## src/hdl/sbit_pkg.sv

```systemverilog
`timescale 1ns / 1ps
package sbit_pkg;

    localparam int DEFAULT_TABLE_DEPTH = 64;

    typedef enum logic [1:0] {
        ST_OK    = 2'd0,
        ST_RANGE = 2'd1,
        ST_EMPTY = 2'd2,
        ST_FULL  = 2'd3
    } status_t;

    localparam logic REQ_INSERT = 1'b0;
    localparam logic REQ_LOOKUP = 1'b1;

    typedef struct packed {
        logic        req_type;
        logic [31:0] point_x;
        logic [31:0] point_y;
    } in_item_t;

    typedef struct packed {
        logic [31:0] value;
        logic [1:0]  status;
        logic [6:0]  entry_count;
    } out_item_t;

endpackage

```

## src/hdl/sbit_queue.sv

```systemverilog
`timescale 1ns / 1ps
module sbit_queue
    import sbit_pkg::*;
(
    input  logic     clk,
    input  logic     rst_n,
    input  logic     wr_valid,
    output logic     wr_stall,
    input  in_item_t wr_data,
    output logic     rd_valid,
    input  logic     rd_take,
    output in_item_t rd_data
);

    // two-entry queue between the front and the back
    in_item_t   slot_reg [2];
    logic       wptr_reg, rptr_reg;
    logic [1:0] fill_reg;

    assign wr_stall = (fill_reg == 2'd2);
    assign rd_valid = (fill_reg != 2'd0);
    assign rd_data  = slot_reg[rptr_reg];

    always_ff @(posedge clk)
    begin
        if (wr_valid && !wr_stall)
        begin
            slot_reg[wptr_reg] <= wr_data;
        end
    end

    always_ff @(posedge clk or negedge rst_n)
    begin
        if (!rst_n)
        begin
            wptr_reg <= 1'b0;
            rptr_reg <= 1'b0;
            fill_reg <= 2'd0;
        end
        else
        begin
            if (wr_valid && !wr_stall)
            begin
                wptr_reg <= ~wptr_reg;
            end
            if (rd_take)
            begin
                rptr_reg <= ~rptr_reg;
            end
            fill_reg <= fill_reg + {1'b0, wr_valid && !wr_stall} - {1'b0, rd_take};
        end
    end

    a_no_take_empty: assert property (@(posedge clk) disable iff (!rst_n)
        rd_take |-> rd_valid) else $error("queue read while empty");
    a_fill_bound: assert property (@(posedge clk) disable iff (!rst_n)
        fill_reg != 2'd3) else $error("queue fill overflow");
    a_full_stall: assert property (@(posedge clk) disable iff (!rst_n)
        (fill_reg == 2'd2) |-> wr_stall) else $error("queue full without stall");

endmodule

```

## config.mk

```make
export PLATFORM = sky130hd
export DESIGN_NAME = sbit_queue
export DESIGN_NICKNAME = d
export VERILOG_FILES = /design/src/hdl/sbit_pkg.sv /design/src/hdl/sbit_queue.sv
export SDC_FILE = /design/constraint.sdc
export NUM_CORES = 1
export LEC_CHECK = 0
export ABC_AREA = 1
export BUFFER_PORTS_ARGS = -buffer_cell sky130_fd_sc_hd__buf_2
export CAP_MARGIN = 10
export CORE_MARGIN = 10
export CORE_UTILIZATION = 40
export DETAILED_ROUTE_END_ITERATION = 12
export HOLD_SLACK_MARGIN = 0.02
export PLACE_DENSITY = 0.7
export SYNTH_ARGS = -nofsm -noshare
export SYNTH_HDL_FRONTEND = slang
export SYNTH_SLANG_ARGS = --single-unit
```

## constraint.sdc

```tcl
create_clock -name clk -period 12.2 [get_ports clk]
set_clock_uncertainty 0.15 [all_clocks]
set_input_delay 2.44 -clock clk [delete_from_list [all_inputs] [get_ports clk]]
set_output_delay 2.44 -clock clk [all_outputs]
set_load 0.01 [all_outputs]
```

==> flow_summary_export.csv <==
group,metric,value,unit
global_routing,grt_pass1_vias,3217,
floorplanning,die_y,132.2,um
clock_network,cts_resized,0,
flow_run,maxCapViolCount,0,
route,avgRoutedWirePerCell,14.74,um
synthesis,synth_top_area_share,0.7757,
sta,rsz0062_at_grt,"false",
synthesis,async_reset_ff_frac,0.02985,
route,ant_nets,0,
synthesis,synth_compound_area_frac,0.06464,
sta,fin_crit,4.674,ns
sta,post-route-period-util,0.3831,
route,drc,0,
global_routing,grt_pass1_wl,16.39,mm
route,drtPass1Iterations,4,
route,first_iter_violations,196,
synthesis,ys_types,13,
floorplanning,die_area,0.01747,mm^2
placement,dp_hpwl,7.054,mm
synthesis,syn-num-nets,438,
synthesis,synthMuxAreaShare,0,
sta,max_slew_margin,0.2797,
clock_network,cts.sinks,134,
placement,portBuffers,135,
setup_path,end_kind,"output port",
clock_network,htreeDepth,4,
floorplanning,initial_core_util,0.4138,
sta,setup_viol,0,
cells_and_area,area.growth.synth_to_final,25.81,%
synthesis,synth_most_common_cell,"edfxtp_1",
min_path,hp-class,"flip-flop to flip-flop",
route,via_per_inst,4.331,
route,vias,2993,
sta,final_max_slew_viol_count,0,
synthesis,ys_ff_latch,134,
synthesis,synth_area_leader_cell,"edfxtp_1",
synthesis,synth_edf_count,130,
floorplanning,die_x,132.2,um
cells_and_area,post-route-util,0.5206,
global_routing,grt_overflow,0,
power,power_leakage,2.720,nW
setup_path,cp-start-kind,"flip-flop",
clock_network,clk_latency,0.41,ns
synthesis,synth_top_family_by_area,"buffers and inverters",
clock_network,cts_tree,"done",
synthesis,syn_avg_cell_area,13.71,um^2
floorplanning,top_level_ports,136,
synthesis,yosysWarnings,0,
clock_network,clock_path_buffers,2,
run_status,status,"finished clean",
synthesis,synthXorXnorAreaFrac,0.001740,
global_routing,grt_use_total,0.1201,
setup_path,criticalPathCategory,"flip-flop to output port",
floorplanning,rows,40,
synthesis,syn_inst,367,
setup_path,worstPathMaxFanout,131,
clock_network,post-cts-setup-buffers,0,
synthesis,ys_seq_area_frac,0.7956,
clock_network,clkTransAtPathRegs,0.05,ns
synthesis,synth_common_cells,"130 x edfxtp_1, 75 x nand2_1, 73 x inv_1",
power,p_per_area,236.6,mW/mm^2
sta,worst_slew_pin_slew,1.080,ns
clock_network,root_buffer,"clkbuf_16",
synthesis,synthAdderAreaFrac,0.004973,
cells_and_area,drive_gt1_frac,0.3071,
synthesis,ys.flop_type,"edfxtp_1",
floorplanning,core_area,0.01216,mm^2
setup_path,worstPathRequired,9.61,ns
route,wirelength,10.19,mm
synthesis,netlist_area,0.005032,mm^2
clock_network,hold_buffers,0,
sta,fmax,0.2140,GHz
cells_and_area,largest_register_ffs,130,
sta,hold_viol,0,
placement,gp_congestion,0.7490,
setup_path,arrival,2.08,ns
synthesis,synth.area.top_cells,"edfxtp_1 78%, o21ai_0 6.5%, nand2_1 5.6%",
global_routing,grt_max_degree,132,
clock_network,cts_buffers,17,
global_routing,grt_antenna_before_repair,2,
sta,setup_tns,0,ns
synthesis,synth-simple-area-share,0.05868,
power,peakVddDrop,137.7,uV
cells_and_area,layout.nets,580,
stage by stage:
stage | total power [mW] | worst slack, ns | cell area [um^2] | cells | hold WS (ns)
after global placement | 1.095 | 7.920 | 5844 | 658 | 0.3075
after CTS | 1.528 | 7.454 | 6326 | 689 | 0.3499
final | 1.498 | 7.526 | 6331 | 691 | 0.3367
after detailed placement | 1.107 | 7.874 | 5844 | 658 | 0.3374
after floorplan | 0.9324 | 6.322 | 5032 | 367 | 0.2919
after global routing | 1.604 | 7.314 | 6326 | 689 | 0.3871
cell usage in the layout (no fill, tap or decap), drive strengths merged:
cell    count
inv        73
o21ai      65
diode       2
dfrtp       4
clkbuf     22
nand3       2
ha          2
clkinv      9
buf       137
nand2      75
nor2        1
xor2        1
edfxtp    130
report_power, final:
part	leakage, nW	switching (mW)	internal, mW
combinational	1.23	0.239	0.138
clock	0.237	0.165	0.252
sequential	1.26	0.0749	0.630
routing by layer:
metal / part of all wire / global-route usage
met5: 0 / 0
met4: 0.014 / 0.05377
met3: 0.098 / 0.06974
met2: 0.45 / 0.1770
met1: 0.44 / 0.1381
final timing paths:
path                              endpoint  slack, ns  depth (start not counted)        start
setup / recovery               rd_data[52]       7.53                          2     rptr_reg
setup reg to reg           slot_reg[0][20]       9.95                          4  fill_reg[1]
max in group asynchronous         rptr_reg      10.08                          1        rst_n
min in group asynchronous         wptr_reg       1.68                          1        rst_n
hold reg to reg                   wptr_reg       0.34                          2     wptr_reg
hold / removal                    wptr_reg       0.34                          2     wptr_reg
area by class of cell:
| cell class | instances | area, um^2 |
|---|---|---|
| clock buffer | 22 | 444.2 |
| tap | 168 | 210.2 |
| fill | 1062 | 5831 |
| clock inverter | 9 | 37.54 |
| multi-input combinational | 146 | 661.9 |
| sequential | 134 | 4008 |
| timing repair buffer | 137 | 690.7 |
| antenna | 2 | 5.005 |
| inverter | 73 | 274.0 |
critical path: stages (launching register included):
cell,delay [ns]
dfrtp_4,1.11
o21ai_0,0.28
buf_2,0.21
cells by family after synthesis:
group,count (synthesis)
AO/OA/AOI/OAI,65
AND/OR/NAND/NOR,78
flip-flops,134
buffers and inverters,87
adder cells (fa/ha/maj),2
XOR/XNOR,1
No activity file was read; power rests on OpenSTA's default activity.
